===== src/rtl/msb_pkg.sv =====
// Shared constants and types for the merge sort buffer.
// Used by the storage bank and the top level; depends on nothing.
`timescale 1ns / 1ps
`default_nettype none

package msb_pkg;

  // Capacity of one list and the widths that follow from it.
  localparam int MAX_ITEMS = 64;
  localparam int ADDR_W    = $clog2(MAX_ITEMS);
  localparam int CNT_W     = $clog2(MAX_ITEMS + 1);
  localparam int DATA_W    = 32;

  typedef logic [DATA_W-1:0] word_t;
  typedef logic [ADDR_W-1:0] addr_t;
  typedef logic [CNT_W-1:0]  cnt_t;

  // Write side of one storage bank.
  typedef struct packed {
    logic  we;
    addr_t addr;
    word_t data;
  } bank_wr_t;

endpackage

`default_nettype wire


===== src/rtl/msb_bank.sv =====
// Storage bank: one write port and two registered read ports.
// Depends on msb_pkg for depth and word width.
`timescale 1ns / 1ps
`default_nettype none

module msb_bank
  import msb_pkg::*;
(
  input  wire logic     clk,
  input  wire bank_wr_t wr,
  input  wire addr_t    raddr_a,
  input  wire addr_t    raddr_b,
  output word_t         rdata_a_r,
  output word_t         rdata_b_r
);

  word_t mem [MAX_ITEMS];

  // Write port.
  always_ff @(posedge clk) begin
    if (wr.we) begin
      mem[wr.addr] <= wr.data;
    end
  end

  // Two read ports with registered data. A read of the word written in the
  // same cycle returns the new word, so a pass can start reading the bank
  // that the previous pass has just finished writing.
  always_ff @(posedge clk) begin
    rdata_a_r <= (wr.we && (wr.addr == raddr_a)) ? wr.data : mem[raddr_a];
    rdata_b_r <= (wr.we && (wr.addr == raddr_b)) ? wr.data : mem[raddr_b];
  end

endmodule

`default_nettype wire


===== config.mk =====
export PLATFORM = sky130hd
export DESIGN_NAME = msb_bank
export DESIGN_NICKNAME = d
export VERILOG_FILES = /design/src/rtl/msb_pkg.sv /design/src/rtl/msb_bank.sv
export SDC_FILE = /design/constraint.sdc
export NUM_CORES = 2
export LEC_CHECK = 0
export BUFFER_PORTS_ARGS = -buffer_cell sky130_fd_sc_hd__buf_4
export CELL_PAD_IN_SITES_DETAIL_PLACEMENT = 2
export CELL_PAD_IN_SITES_GLOBAL_PLACEMENT = 2
export CORE_MARGIN = 2
export CORE_UTILIZATION = 48
export DETAILED_ROUTE_END_ITERATION = 10
export PLACE_DENSITY = 0.76
export SYNTH_ARGS = -nofsm -noshare
export SYNTH_HDL_FRONTEND = slang
export SYNTH_SLANG_ARGS = --single-unit

===== constraint.sdc =====
create_clock -name clk -period 5.75 [get_ports clk]
set_input_delay 0.575 -clock clk [delete_from_list [all_inputs] [get_ports clk]]
set_output_delay 0.575 -clock clk [all_outputs]
set_load 0.05 [all_outputs]

After elaboration in Yosys (flattened, before gate mapping) --
Memory sizes are Yosys's and may differ from the RTL's. A register that Yosys moved wholly into a read port is not among the register bits. Index checks and enable logic that the tools add are counted.
Operators by class: mux-type cells 2
Operator list (number):
- 1-bit two-way mux | 2
Storage, ports and cells: bits in registers 0, memories 1, memory bits (writable) 2048, logic and storage cells 3, output and inout bits 64
Memory list:
- mem | words 64, bits a word 32, read ports 2, clocked after Yosys merged registers in 2, wr ports 1, RTL line msb_bank.sv:17 | word_t mem [MAX_ITEMS];

Longest topological paths before layout --
depth in word-level cells 2, mapped depth 10

Worst setup path after synthesis --
Ideal clock, no wire load.
path type in2reg, start point input port wr[35] (netlist name), end point memory mem[48][0] (netlist name), enable pin, stages 4, data required time 5.289 ns, setup time 0.461 ns, arrival time 3.305 ns, slack 1.984 ns, cells stage by stage clkbuf_1 > nor2b_1 > nand4b_1 > nor3_1
RTL lines:
- start, declared | RTL line msb_bank.sv:10 | input wire bank_wr_t wr,
- end, declared | RTL line msb_bank.sv:17
No word-level cell before the write port.

==> flow_summary.json <==
{
  "slew_headroom": 0.0388,
  "worst_path_max_delay_cell": "a211oi_1",
  "power_leakage_nw": 33.1,
  "max_slew.worst_pin.slew_ns": 1.44,
  "slew_violations": 0,
  "cp.arrival_ns": 4.71,
  "synthArstFlopShare": 0,
  "synthTopCellsByCount": "2048 x edfxtp_1, 1124 x mux4_2, 204 x mux2i_1",
  "cp.depth": 7,
  "cts_buffers": 213,
  "ys.flop_type": "edfxtp_1",
  "gp_congestion": 0.837,
  "cp_cell_sequence": "buf_4 -> mux4_2 -> mux2i_1 -> a211oi_1 -> o22ai_1 -> a21oi_1 -> buf_4",
  "setup_ws_ns": 0.463,
  "cts_max_level": 4,
  "largest_register": "mem",
  "clock_path_buffers": 3,
  "cts-root-buf": "clkbuf_16",
  "die_y_um": 448,
  "via_per_inst": 7.49,
  "path_common_cell": "buf_4",
  "drc": 0,
  "clkSlewWorstSetupHoldPaths_ns": 0.06,
  "ys_ff_latch": 2060,
  "yosysMostFrequentCell": "edfxtp_1",
  "grt_pass1_wl_um": 483000,
  "drv_cap": 0,
  "tns_ns": 0,
  "ir_drop_mv": 0.266,
  "grt-busiest-layer": "met2",
  "crit_type": "reg -> out",
  "ys_seq_area_frac": 0.652,
  "final_nets": 4591,
  "start_util": 0.484,
  "antenna_found_initial": 23,
  "fin_crit_ns": 5.29,
  "top_regs": "mem: 2048 flops",
  "rsz0062_at_grt": "no",
  "drive_above_1_share": 0.391,
  "cp-end-kind": "output pin",
  "vias": 55114,
  "whs_ns": 0.255,
  "crit_path_max_fanout": 29,
  "core_mm2": 0.195,
  "ys_warn_count": 0,
  "num_rows": 162,
  "setup_viol": 0,
  "synth_top_area_cell": "edfxtp_1",
  "powerDensity_mw_per_mm2": 319,
  "synth_edf_count": 2048,
  "routedWlPerCell_um": 47.5,
  "cp-endpoint": "rdata_b_r[16]",
  "syn_inst": 4360,
  "firstDrtPassIters": 5,
  "grt.overflow.total": 0,
  "hold_viol": 0,
  "grt_util_met1": 0.474,
  "required_ns": 5.18,
  "synth.avg_cell_area_um2": 21.7,
  "grt_max_degree": 122,
  "chipWidth_um": 448,
  "grt_use_met2": 0.545,
  "syn_to_final_growth_pct": 12.4,
  "critPathMaxStageDelay_ns": 0.78,
  "period_share": 0.919,
  "grt_usage": 0.351,
  "largest_register_ff_count": 2048,
  "met3_usage": 0.0908,
  "dp.cells": 6936,
  "cp_num_buf_inv": 2,
  "portBuffers": 115,
  "grt_pass1_vias": 57707,
  "clock-sinks": 2060,
  "path_delay_family": "compound AO/OA/AOI/OAI gates",
  "cp-start-kind": "flop",
  "synth_area_mm2": 0.0946,
  "hp-class": "in -> reg",
  "fin_cells": 7355,
  "dp_hpwl_um": 204000,
  "routed_wl_um": 349000,
  "hold_depth": 1,
  "die_area_mm2": 0.201,
  "yosys.area.top_type_share": 0.650,
  "status": "finished clean",
  "synth.distinct_cells": 38,
  "syn-num-nets": 4412,
  "fmax_mhz": 189,
  "ios": 116,
  "place_ws_ns": 1.64,
  "cts_setup_buffers": 0,
  "drt_iter0_markers": 8912,
  "synth.area.top_cells": "edfxtp_1 65%, mux4_2 27%, mux2i_1 2.2%, a22oi_1 0.67%, buf_2 0.64%",
  "cts_tree": "yes",
  "antenna_left": 0
}
[worst min path at each step]
stage | start | to | slack (ns)
after CTS | wr[15] | mem[28][15] | 0.21
after global placement | raddr_a[4] | flop | 0.68
after floorplan | raddr_a[0] | flop | 0.60
final | wr[22] | mem[30][22] | 0.26
after detailed placement | raddr_b[5] | flop | 0.68
after global routing | wr[30] | mem[51][30] | 0.28
[placed cells by master (no fill, tap or decap), types with 39 or more instances in the layout]
master,netlist,layout
a21oi_1,58,58
mux2i_1,204,204
edfxtp_1,2048,2048
clkinv_2,0,39
a22oi_1,85,85
buf_4,55,263
o22ai_1,56,56
nor2_4,0,63
mux4_2,1124,1124
clkinv_1,0,58
clkbuf_16,0,215
clkbuf_1,135,46
nand2_1,93,91
[per-layer routing]
metal  part of all wire  vias up
li1                   -    19741
met4              0.048       22
met1               0.36    30216
met3               0.12      842
met5            0.00041        -
met2               0.47     4293
[what timing repair did]
item	in CTS	in global routing
gates resized for setup	0	0
hold buffers	12	0
endpoints found under the hold margin	12	0
[report_power, final]
part / leakage [nW] / switching, mW / internal, mW
Sequential: 18.5 / 0.128 / 16.6
Combinational: 11.3 / 1.97 / 1.18
Clock: 3.32 / 6.21 / 7.79
Total: 33.1 / 8.31 / 25.6
[logic make-up after synthesis]
| family | synth area share |
|---|---|
| simple gates | 0.0115 |
| buf+inv | 0.0185 |
| mux | 0.293 |
| flops | 0.652 |
| compound gates | 0.0242 |
[stage by stage]
step	utilization	instance area, um^2	power [mW]
floorplan	-	94600	18.8
finish	0.544	106000	33.9
CTS	0.544	106000	33.9
detailed placement	0.509	99400	20.1
global placement	0.509	99400	20.0
global route	0.544	106000	34.5
[area by class of cell]
| class | count | area [um^2] |
|---|---|---|
| clock buffer | 261 | 5550 |
| fill | 15997 | 89100 |
| tap | 2624 | 3280 |
| inverter | 1 | 3.75 |
| clock inverter | 139 | 1230 |
| timing repair buffer | 311 | 2820 |
| antenna | 7 | 17.5 |
| sequential | 2060 | 61800 |
| multi-input combinational | 1952 | 31700 |
No activity file was read; power rests on OpenSTA's default activity.
